<file path="config.mk">
export PLATFORM = sky130hd
export DESIGN_NAME = adc_bcd_seven_segment_scanner_core
export DESIGN_NICKNAME = d
export VERILOG_FILES = /design/src/hdl/adcbcd_pkg.sv /design/src/hdl/adcbcd_div10.sv /design/src/hdl/adcbcd_scan.sv /design/src/hdl/adc_bcd_seven_segment_scanner_core.sv
export SDC_FILE = /design/constraint.sdc
export NUM_CORES = 1
export LEC_CHECK = 0
export ABC_AREA = 0
export BUFFER_PORTS_ARGS = -buffer_cell sky130_fd_sc_hd__buf_4
export CAP_MARGIN = 20
export CORE_MARGIN = 2
export CORE_UTILIZATION = 56
export CTS_CLUSTER_DIAMETER = 30
export CTS_CLUSTER_SIZE = 8
export DETAILED_ROUTE_END_ITERATION = 12
export PLACE_DENSITY_LB_ADDON = 0.3
export REMOVE_ABC_BUFFERS = 1
export SLEW_MARGIN = 5
export SYNTH_ARGS = -nofsm -noshare
export SYNTH_HDL_FRONTEND = slang
export SYNTH_SLANG_ARGS = --single-unit
export TNS_END_PERCENT = 5
</file>
<file path="constraint.sdc">
create_clock -name clk -period 5.7 [get_ports clk]
set_input_delay 0.57 -clock clk [delete_from_list [all_inputs] [get_ports clk]]
set_output_delay 0.57 -clock clk [all_outputs]
set_load 0.005 [all_outputs]
</file>
<file path="src/hdl/adcbcd_pkg.sv">
// Shared types, widths and the seven-segment code table for the display scanner.
`default_nettype none

package adcbcd_pkg;

  localparam int VALUE_W  = 12;
  localparam int DWELL_W  = 8;
  localparam int DIGIT_W  = 4;
  localparam int SEG_W    = 7;
  // divide by ten as (v * DIV10_MUL) >> DIV10_SHIFT, exact for 12-bit values
  localparam int DIV10_MUL   = 3277;
  localparam int DIV10_SHIFT = 15;
  localparam int PROD_W      = 24;

  typedef logic [DIGIT_W-1:0] digit_t;
  typedef logic [SEG_W-1:0]   seg_t;
  typedef logic [VALUE_W-1:0] value_t;
  typedef logic [DWELL_W-1:0] dwell_t;

  // register index, decoded from paddr[2]
  typedef enum logic [0:0] {REG_LONG_DWELL, REG_SHORT_DWELL} dwell_reg_t;

  // per-word control produced by the scan sequencer
  typedef struct packed {
    logic blank;  // display dark, converter off
    logic conv;   // first tick of a scan
  } scan_info_t;

  function automatic seg_t seg_decode(input digit_t d);
    seg_t s;
    case (d)
      4'd0:    s = 7'h3f;
      4'd1:    s = 7'h06;
      4'd2:    s = 7'h5b;
      4'd3:    s = 7'h4f;
      4'd4:    s = 7'h66;
      4'd5:    s = 7'h6d;
      4'd6:    s = 7'h7d;
      4'd7:    s = 7'h07;
      4'd8:    s = 7'h7f;
      4'd9:    s = 7'h67;
      default: s = '0;
    endcase
    return s;
  endfunction

endpackage

`default_nettype wire

</file>
<file path="src/hdl/adcbcd_div10.sv">
// One digit-split step: quotient and remainder of a 12-bit value by ten.
`default_nettype none

module adcbcd_div10
  import adcbcd_pkg::*;
(
  input  wire value_t value,
  output value_t      quot,
  output digit_t      rem
);

  logic [PROD_W-1:0]  prod;
  logic [VALUE_W-1:0] times10;

  always_comb begin
    prod    = PROD_W'(value) * PROD_W'(DIV10_MUL);
    quot    = VALUE_W'(prod >> DIV10_SHIFT);
    times10 = (quot << 3) + (quot << 1);
    rem     = DIGIT_W'(value - times10);
  end

endmodule

`default_nettype wire

</file>
<file path="src/hdl/adcbcd_scan.sv">
// Scan sequencer: digit position, dwell counter, sleep and wake handling.
`default_nettype none

module adcbcd_scan
  import adcbcd_pkg::*;
#(
  parameter int DIGIT_COUNT = 4,
  parameter int PW = (DIGIT_COUNT > 1) ? $clog2(DIGIT_COUNT) : 1
) (
  input  wire          clk,
  input  wire          rst,
  input  wire          adv,
  input  wire          light,
  input  wire          wake,
  input  wire dwell_t  long_dwell,
  input  wire dwell_t  short_dwell,
  output scan_info_t   info,
  output logic [PW-1:0] pos_out
);

  logic [PW-1:0] pos, pos_next;
  dwell_t        cnt, cnt_next;
  logic          asleep, asleep_next;
  logic          last_wake;

  logic          falling, woke;
  dwell_t        dsel, cnt_eff;
  logic [PW-1:0] pos_w;

  always_comb begin
    falling     = last_wake & ~wake;
    woke        = 1'b0;
    info.blank  = 1'b0;
    info.conv   = 1'b0;
    asleep_next = asleep;
    pos_w       = pos;
    cnt_eff     = cnt;
    dsel        = (pos == PW'(DIGIT_COUNT - 1)) ? short_dwell : long_dwell;
    if (asleep) begin
      if (!falling) begin
        info.blank = 1'b1;
      end else begin
        asleep_next = 1'b0;
        woke        = 1'b1;
        pos_w       = '0;
        cnt_eff     = '0;
        dsel        = (DIGIT_COUNT == 1) ? short_dwell : long_dwell;
      end
    end
    if (!info.blank && cnt_eff == '0) begin
      if (pos_w == '0) begin
        if (!light && !woke) begin
          asleep_next = 1'b1;
          info.blank  = 1'b1;
        end else begin
          info.conv = 1'b1;
        end
      end
      if (!info.blank) begin
        cnt_eff = (dsel == '0) ? dwell_t'(1) : dsel;
      end
    end
    pos_next = pos_w;
    cnt_next = cnt_eff;
    if (!info.blank) begin
      cnt_next = cnt_eff - dwell_t'(1);
      if (cnt_next == '0) begin
        pos_next = (pos_w == PW'(DIGIT_COUNT - 1)) ? '0 : pos_w + PW'(1);
      end
    end
    pos_out = pos_w;
  end

  always_ff @(posedge clk) begin
    if (rst) begin
      pos       <= '0;
      cnt       <= '0;
      asleep    <= 1'b0;
      last_wake <= 1'b1;
    end else if (adv) begin
      pos       <= pos_next;
      cnt       <= cnt_next;
      asleep    <= asleep_next;
      last_wake <= wake;
    end
  end

endmodule

`default_nettype wire

</file>
<file path="src/hdl/adc_bcd_seven_segment_scanner_core.sv">
// Top level: converter result to decimal digits, multiplexed seven-segment scan.
//
//   port group   dir  word contents (low bit first)
//   s_axis       in   tuser: sample_valid; tdata: sample_value[11:0], light_strong,
//                     wake_pin, zero fill to 16
//   m_axis       out  tdata: common_drive[DIGIT_COUNT-1:0], segment_drive[6:0],
//                     convert_start, converter_on, zero fill to whole bytes
//   apb          in   0x0 long_dwell, 0x4 short_dwell (8 bits each)
//
// One word is accepted per cycle while the output is not stalled. A result passes
// through the input register, the scan sequencer, then DIGIT_COUNT-1
// divide-by-ten stages, then the output register.
// Every stage holds its word until the next one frees up, so a stalled output
// backs up stage by stage while bubbles still let new words in.
// Synchronous reset clears handshake valids, the scan state, the digit store
// and loads the dwell registers with 20 and 10.
`default_nettype none

module adc_bcd_seven_segment_scanner_core
  import adcbcd_pkg::*;
#(
  parameter int DIGIT_COUNT = 4
) (
  input  wire        clk,
  input  wire        rst,
  // input stream
  input  wire        s_tvalid,
  output logic       s_tready,
  input  wire [15:0] s_tdata,   // sample_value[11:0], light_strong, wake_pin
  input  wire        s_tuser,   // sample_valid
  // output stream
  output logic       m_tvalid,
  input  wire        m_tready,
  // common_drive, segment_drive, convert_start, converter_on
  output logic [((DIGIT_COUNT + 16) / 8) * 8 - 1:0] m_tdata,
  // register port
  input  wire        psel,
  input  wire        penable,
  input  wire        pwrite,
  input  wire [2:0]  paddr,
  input  wire [31:0] pwdata,
  output logic [31:0] prdata,
  output logic       pready
);

  localparam int PW    = (DIGIT_COUNT > 1) ? $clog2(DIGIT_COUNT) : 1;
  localparam int L     = DIGIT_COUNT;               // pipeline stages after s0
  localparam int OUT_W = ((DIGIT_COUNT + 16) / 8) * 8;
  localparam int PAY_W = DIGIT_COUNT + SEG_W + 2;

  // ---------------- configuration registers ----------------
  dwell_t     long_dwell, short_dwell;
  dwell_reg_t reg_sel;
  logic       addr_ok;

  assign pready  = 1'b1;
  assign reg_sel = dwell_reg_t'(paddr[2]);
  assign addr_ok = (paddr[1:0] == 2'b00);

  always_ff @(posedge clk) begin
    if (rst) begin
      long_dwell  <= dwell_t'(20);
      short_dwell <= dwell_t'(10);
    end else if (psel && penable && pwrite && pready && addr_ok) begin
      case (reg_sel)
        REG_LONG_DWELL:  long_dwell  <= pwdata[DWELL_W-1:0];
        REG_SHORT_DWELL: short_dwell <= pwdata[DWELL_W-1:0];
        default: ;
      endcase
    end
  end

  always_comb begin
    prdata = '0;
    if (addr_ok) begin
      case (reg_sel)
        REG_LONG_DWELL:  prdata = 32'(long_dwell);
        REG_SHORT_DWELL: prdata = 32'(short_dwell);
        default:         prdata = '0;
      endcase
    end
  end

  // ---------------- input register (s0) ----------------
  logic   in_v;
  logic   in_sv, in_light, in_wake;
  value_t in_val;
  logic   adv0;

  // ---------------- pipeline stages 1..L ----------------
  logic              st_v    [1:L];
  logic              st_sv   [1:L];
  scan_info_t        st_info [1:L];
  logic [PW-1:0]     st_pos  [1:L];
  value_t            st_val  [1:L];
  digit_t            st_dig  [1:L][DIGIT_COUNT];
  logic              rdy     [1:L];

  logic out_v;
  logic rdy_out;

  assign rdy_out  = !out_v || m_tready;
  assign s_tready = !in_v || rdy[1];
  assign adv0     = in_v && rdy[1];

  always_comb begin
    for (int k = 1; k <= L; k++) begin
      if (k == L) begin
        rdy[k] = !st_v[k] || rdy_out;
      end else begin
        rdy[k] = !st_v[k] || rdy[(k < L) ? k + 1 : L];
      end
    end
  end

  always_ff @(posedge clk) begin
    if (rst) begin
      in_v <= 1'b0;
    end else if (s_tready) begin
      in_v <= s_tvalid;
    end
  end

  always_ff @(posedge clk) begin
    if (s_tvalid && s_tready) begin
      in_sv    <= s_tuser;
      in_val   <= s_tdata[VALUE_W-1:0];
      in_light <= s_tdata[12];
      in_wake  <= s_tdata[13];
    end
  end

  // scan sequencer works on the word leaving s0
  scan_info_t    scan_info;
  logic [PW-1:0] scan_pos;

  adcbcd_scan #(
    .DIGIT_COUNT (DIGIT_COUNT),
    .PW          (PW)
  ) u_scan (
    .clk         (clk),
    .rst         (rst),
    .adv         (adv0),
    .light       (in_light),
    .wake        (in_wake),
    .long_dwell  (long_dwell),
    .short_dwell (short_dwell),
    .info        (scan_info),
    .pos_out     (scan_pos)
  );

  // stage 1 loads from s0
  always_ff @(posedge clk) begin
    if (rst) begin
      st_v[1] <= 1'b0;
    end else if (rdy[1]) begin
      st_v[1] <= in_v;
    end
  end

  always_ff @(posedge clk) begin
    if (adv0) begin
      st_sv[1]   <= in_sv;
      st_info[1] <= scan_info;
      st_pos[1]  <= scan_pos;
      st_val[1]  <= in_val;
      for (int i = 0; i < DIGIT_COUNT; i++) begin
        st_dig[1][i] <= '0;
      end
    end
  end

  // one decimal digit peeled off per stage, units first
  for (genvar k = 1; k < L; k++) begin : g_div
    value_t q;
    digit_t r;

    adcbcd_div10 u_div (
      .value (st_val[k]),
      .quot  (q),
      .rem   (r)
    );

    always_ff @(posedge clk) begin
      if (rst) begin
        st_v[k+1] <= 1'b0;
      end else if (rdy[k+1]) begin
        st_v[k+1] <= st_v[k];
      end
    end

    always_ff @(posedge clk) begin
      if (st_v[k] && rdy[k+1]) begin
        st_sv[k+1]   <= st_sv[k];
        st_info[k+1] <= st_info[k];
        st_pos[k+1]  <= st_pos[k];
        st_val[k+1]  <= q;
        for (int i = 0; i < DIGIT_COUNT; i++) begin
          st_dig[k+1][i] <= (i == k - 1) ? r : st_dig[k][i];
        end
      end
    end
  end

  // ---------------- digit store and output register ----------------
  digit_t digit_store [DIGIT_COUNT];
  digit_t fin_dig     [DIGIT_COUNT];
  digit_t shown;
  logic   out_ld;
  logic [DIGIT_COUNT-1:0] common_n;
  seg_t   seg_n;
  logic [PAY_W-1:0] out_pay;

  assign out_ld = st_v[L] && rdy_out;

  always_comb begin
    for (int i = 0; i < DIGIT_COUNT; i++) begin
      fin_dig[i] = st_dig[L][i];
    end
    // most significant position keeps the whole remaining quotient, clamped
    fin_dig[DIGIT_COUNT-1] = (st_val[L] > value_t'(15)) ? digit_t'(15)
                                                         : st_val[L][DIGIT_W-1:0];
    // a fresh sample on this word is displayed at once
    shown    = st_sv[L] ? fin_dig[st_pos[L]] : digit_store[st_pos[L]];
    common_n = DIGIT_COUNT'(1) << (PW'(DIGIT_COUNT - 1) - st_pos[L]);
    seg_n    = seg_decode(shown);
    if (st_info[L].blank) begin
      common_n = '0;
      seg_n    = '0;
    end
  end

  always_ff @(posedge clk) begin
    if (rst) begin
      for (int i = 0; i < DIGIT_COUNT; i++) begin
        digit_store[i] <= '0;
      end
    end else if (out_ld && st_sv[L]) begin
      for (int i = 0; i < DIGIT_COUNT; i++) begin
        digit_store[i] <= fin_dig[i];
      end
    end
  end

  always_ff @(posedge clk) begin
    if (rst) begin
      out_v <= 1'b0;
    end else if (rdy_out) begin
      out_v <= st_v[L];
    end
  end

  always_ff @(posedge clk) begin
    if (out_ld) begin
      out_pay <= {!st_info[L].blank, st_info[L].conv, seg_n, common_n};
    end
  end

  assign m_tvalid = out_v;
  assign m_tdata  = OUT_W'(out_pay);

endmodule

`default_nettype wire
</file>
* After elaboration in Yosys (flattened, before gate mapping)
Memories as Yosys holds them, arrays and structs flattened. A register that Yosys moved wholly into a read port is not among the register bits. Cells that the tools add are included.
Word-level totals: flip-flop bits (word level) 58, RAM bits 152, bits in read-only memories 112, input port bits 59, output and inout bits 51, word-level logic and storage cells 151, memories kept 8
Memories:
- (no name shown) | words 16, width 7, rd ports 1, clocked after Yosys merged registers in 1, write ports 0, line adcbcd_pkg.sv:31 | case (d)
- st_dig | words 4, width 16, rd ports 4, clocked after Yosys merged registers in 0, write ports 4, line adc_bcd_seven_segment_scanner_core.sv:96 | digit_t st_dig [1:L][DIGIT_COUNT];
- st_val | words 4, width 12, rd ports 4, clocked after Yosys merged registers in 0, write ports 4, line adc_bcd_seven_segment_scanner_core.sv:95 | value_t st_val [1:L];
- digit_store | words 4, width 4, rd ports 1, clocked after Yosys merged registers in 0, write ports 4, line adc_bcd_seven_segment_scanner_core.sv:206 | digit_t digit_store [DIGIT_COUNT];
- st_info | words 4, width 2, rd ports 4, clocked after Yosys merged registers in 0, write ports 4, line adc_bcd_seven_segment_scanner_core.sv:93 | scan_info_t st_info [1:L];
- st_pos | words 4, width 2, rd ports 4, clocked after Yosys merged registers in 0, write ports 4, line adc_bcd_seven_segment_scanner_core.sv:94 | logic [PW-1:0] st_pos [1:L];
- 2 more memories
Operators by class: $add $sub $neg 9, $mul 3, magnitude comparators 2, equal/unequal tests 2, shift operators 1, muxes and demuxes 65, bitwise logic cells 12, reduce and logical (&&, ||, !) cells 35
Operators by type and width (number):
- multiplier 12 x 12 -> 24 bit, second input constant | 3
- 2-to-1 mux 8 bit | 9
- one-hot mux 32 bit (2 select lines) | 1
- 2-to-1 mux 1 bit | 37
- 2-to-1 mux 32 bit | 1
- 2-to-1 mux 4 bit | 8
- zero test 8 bit | 3
- 2-to-1 mux 2 bit | 8
- adder 4 bit | 3
- > comparator 12 x 4 -> 1 bit, second input constant | 1
- logical AND 1 bit | 12
- subtractor 4 bit | 3
- zero test 1 bit | 10
- binary-select mux 4 bit (select 2 bit) | 1
- bitwise OR 1 bit | 8
- subtractor 8 x 1 -> 8 bit, second input constant | 1
- logical OR 1 bit | 6
- equality test 2 bit, second input constant | 2
- zero test 2 bit | 2
- AND reduction 2 bit | 2
- << shifter 1 x 2 -> 4 bit, first input constant | 1
- greater-or-equal comparator 3 bit, second input constant | 1
- NOT 2 -> 3 bit | 1
- adder 2 x 1 -> 2 bit, second input constant | 1
- 3 further kinds | 4

* Depth between registers and ports, before layout
depth after elaboration 15, depth in mapped cells 23

* By module
A second synthesis with hierarchy kept.
Unflattened totals: cell total of the unflattened synthesis 1340, area, all modules 15245.9 sq um
Modules (own cells, without submodules):
- adc_bcd_seven_segment_scanner_core | times used 1, cells an instance 374, area each 6094.6 sq um, seq. area each 4564.4 sq um
- adcbcd_div10 (g_div[1].u_div ...) | times used 2, cells an instance 273, area each 2693.8 sq um, seq. area each 0.0 sq um
- adcbcd_div10 (g_div[3].u_div) | times used 1, cells an instance 267, area each 2637.5 sq um, seq. area each 0.0 sq um
- adcbcd_scan | times used 1, cells an instance 153, area each 1126.1 sq um, seq. area each 240.2 sq um

* Worst setup path before layout
OpenSTA, ideal clock, no wires.
kind register to register, start register, netlist name st_val[0][15], end register, netlist name st_dig[0][47], setup time 0.261 ns, data arrival time 5.037 ns, required time 5.439 ns, setup slack 0.401 ns, stages on the path, launching flop included 22, path buffers 0, path through edfxtp_1 > ha_1 > inv_1 > fa_1 > inv_1 > fa_1 > fa_1 > inv_1 > fa_1 > inv_1 > ha_1 > or2_0 > or3_1 > a221oi_1 > nor2_1 > a21oi_1 > xnor2_1 > ha_1 > nand2_1 > nand2_1 > xnor2_1 > xnor2_1

==> results.py <==
metrics = {
    "status": {
        "run_status": "finished clean",
    },
    "logic_synthesis": {
        "ys_ff_latch": 158,
        "synth-compound-area-share_pct": 6.10,
        "synth_edf_count": 128,
        "syn_area_per_cell_um2": 11.3,
        "synthCells": 1154,
        "synthAdderAreaFrac_pct": 36.8,
        "synth_simple_gate_area_share_pct": 7.67,
        "synth_top_family_by_area": "adder cells",
        "async_reset_ff_share_pct": 0,
        "yosysSeqAreaShare_pct": 34.0,
        "synthMuxAreaShare_pct": 4.27,
        "ys_warn_count": 0,
        "synth_cell_type_count": 73,
        "synthXorXnorAreaFrac_pct": 2.65,
        "synthFlopType": "edfxtp_1",
        "syn-cell-area_um2": 13100,
    },
    "clocking": {
        "clkSinkCount": 158,
        "ctsHtreeMaxLevel": 4,
        "cts_root_buf": "clkbuf_16",
        "ctsLongestPathBuffers": 2,
        "cts_hold_buf": 0,
        "clkLatencyLatePin_ns": 0.43,
        "cts_tree": "built",
        "clk_pin_slew_ns": 0.07,
        "numCtsBuffers": 17,
    },
    "drt": {
        "vias_per_cell": 5.14,
        "drcViolationCount": 0,
        "drt-pass1-iter-count": 6,
        "wl_per_cell_um": 14.4,
        "drt-total-wl_um": 22400,
        "drt_iter0_drc": 327,
        "detail-route-antenna-nets": 0,
        "vias": 7989,
    },
    "critical_path": {
        "max_stage_delay_ns": 0.55,
        "crit_slowest_cell": "fa_1",
        "criticalPathCategory": "flop to flop",
        "r2r-start": "st_val[0][14]",
        "path_cells": "buf_4, ha_1, xor2_1, ha_1, a21o_1, fa_1, fa_1, inv_1, fa_1, inv_1, ha_1, or2_0, or3_1, a221oi_2, nor2_1, a21oi_2, xnor2_2, ha_1, nand2_1, nand2_1, xnor2_2, xnor2_1",
        "required_ns": 5.87,
        "cp_common_cell": "ha_1",
        "critPathLaunchType": "flop",
        "crit_fanout": 4,
        "cp.arrival_ns": 5.64,
        "end_kind": "flop",
        "crit_start": "st_val[0][14]",
    },
    "grt": {
        "overflow": 0,
        "grt_pass1_vias": 8157,
        "grt_most_used_layer": "met2",
        "met2_usage_pct": 34.1,
        "grt_start_max_net_pins": 30,
        "grt_pass1_wl_um": 37900,
        "antenna_found_initial": 0,
        "use_met3_pct": 3.21,
        "gr-usage-met1_pct": 25.6,
        "grt.total_usage_pct": 19.4,
    },
    "sta": {
        "post-route-min-period_ns": 5.47,
        "worstMarginPinSlew_ns": 0.916,
        "timing.final.crit_share_pct": 95.9,
        "slew_headroom_pct": 38.7,
        "drv_slew": 0,
        "fmaxAchievable_mhz": 183,
        "hold_viol_final": 0,
        "finalSetupViolCount": 0,
        "fin_hold_ws_ns": 0.318,
        "skew_ns": 0.0132,
        "rsz0062_at_grt": "yes",
    },
    "floorplan": {
        "dieArea_um2": 24600,
        "start_util_pct": 57.3,
        "die_y_um": 157,
        "fp-row-count": 55,
        "die_x_um": 157,
        "pin_count": 110,
        "core_um2": 22800,
    },
    "placed_design": {
        "gp_congestion": 0.877,
        "place_hpwl_um": 18300,
        "portBuffers": 55,
    },
    "hold_path": {
        "hp-start": "s_tdata[2]",
        "min_path_type": "input port to flop",
    },
    "finish": {
        "final_common_cell": "ha_1",
        "nets": 1624,
        "layout_common_cells": "255 x ha_1, 215 x inv_1, 128 x edfxtp_1",
        "area_growth_pct": 11.0,
        "antenna_cells": 0,
        "final_util_pct": 63.6,
        "drive_gt1_share_pct": 11.2,
    },
    "power": {
        "finalPower_mw": 5.00,
        "powerDensity_nw_per_um2": 345,
        "ir_drop_mv": 0.219,
        "leakagePower_nw": 7.18,
    },
    "job": {
        "maxCapViolations": 0,
    },
}
-- layout make-up --
| cell class | count | area [um2] |
|---|---|---|
| tap | 313 | 392 |
| timing repair buffer | 76 | 578 |
| clock buffer | 18 | 429 |
| clock inverter | 14 | 171 |
| multi-input combinational | 760 | 7670 |
| fill | 1746 | 8280 |
| sequential | 158 | 4440 |
| inverter | 216 | 811 |
-- through the flow --
stage | std cells | setup TNS (ns) | instance area [um2] | setup WS, ns
global placement | 1515 | 0 | 13800 | 0.154
global route | 1555 | -0.0459 | 14500 | -0.0459
floorplan | 1134 | 0 | 12900 | 0.401
detailed placement | 1515 | 0 | 13800 | 0.0406
CTS | 1549 | 0 | 14400 | 0.0751
finish | 1555 | 0 | 14500 | 0.232
-- critical path: cells and delay by family (launching register included) --
| family | cells | cell delay, ns |
|---|---|---|
| fa+ha+maj | 7 | 2.58 |
| simple gates | 5 | 0.82 |
| flops | 1 | 0.44 |
| compound gates | 3 | 0.56 |
| buf+inv | 3 | 0.29 |
| xor+xnor | 4 | 0.53 |
-- logic make-up (layout without fill, tap and decap cells) --
logic type / after synthesis / in the layout
compound gates: 110 / 110
xor+xnor: 38 / 38
fa+ha+maj: 336 / 336
buf+inv: 262 / 324
flops: 158 / 158
mux: 44 / 44
other cells: 2 / 28
simple gates: 204 / 204
-- synth_stat cells, types with 3 or more instances --
| master | number | area share (%) |
|---|---|---|
| buf_4 | 29 | 1.7 |
| xor2_1 | 10 | 0.67 |
| edfxtp_1 | 128 | 29 |
| xnor2_1 | 27 | 1.8 |
| a211oi_1 | 4 | 0.23 |
| fa_1 | 80 | 12 |
| nand4_1 | 8 | 0.38 |
| or3_1 | 7 | 0.34 |
| clkbuf_1 | 14 | 0.40 |
| a31oi_1 | 7 | 0.34 |
| nor2b_1 | 4 | 0.19 |
| mux4_2 | 8 | 1.4 |
| inv_1 | 215 | 6.2 |
| ha_1 | 256 | 25 |
| o21a_1 | 5 | 0.29 |
| nand3_1 | 13 | 0.50 |
| a22oi_1 | 3 | 0.17 |
| a21oi_1 | 24 | 0.92 |
| nand2_1 | 44 | 1.3 |
| nor3_1 | 14 | 0.54 |
| dfxtp_1 | 30 | 4.6 |
| nand2b_1 | 9 | 0.43 |
| mux2i_1 | 31 | 2.4 |
| a21boi_0 | 3 | 0.17 |
| o21ai_0 | 16 | 0.61 |
| a21o_1 | 14 | 0.80 |
| and3_1 | 3 | 0.14 |
| nor2_1 | 61 | 1.8 |
| and2_1 | 23 | 1.1 |
| o32a_1 | 3 | 0.23 |
| or2_2 | 4 | 0.19 |
| nor3b_1 | 3 | 0.17 |
-- state kept, by name (all words and copies together), names as in the netlist, 2 cells and up --
name         flops
digit_store     16
u_scan.pos       2
st_sv            4
st_v             4
long_dwell       8
out_pay         13
st_val          36
u_scan.cnt       8
st_info          8
st_pos           8
in_val          12
short_dwell      8
st_dig          24
-- power by group --
| part | internal [mW] | switching [mW] | total, mW |
|---|---|---|---|
| Combinational | 1.09 | 1.30 | 2.39 |
| Clock | 0.664 | 0.483 | 1.15 |
| Sequential | 1.42 | 0.0424 | 1.46 |
| Total | 3.17 | 1.82 | 5.00 |
-- repair_timing --
action | in CTS | in global routing
endpoints found under the hold margin | 0 | 0
gates resized for setup | 0 | 7
endpoints found under the setup margin | 1 | 3
pin swaps | 0 | 2
buffers inserted | 2 | 4
cloned | 0 | 0
-- routing by layer --
layer  wire (um)  vias up  share of wire, %
li1            -     4024                 -
met4         176        0              0.79
met2       11200       97                50
met5           0        -                 0
met3         616       13               2.8
met1       10400     3855                46
-- final timing paths --
| path | slack, ns | end | cells past startpoint |
|---|---|---|---|
| worst min-delay path | 0.32 | in_val[2] | 1 |
| worst min register to register | 0.41 | st_info[0][4] | 0 |
| worst max-delay path | 0.23 | st_dig[0][47] | 22 |
| worst max register to register | 0.23 | st_dig[0][47] | 22 |
Note: power is estimated with default switching activity, not from simulation.
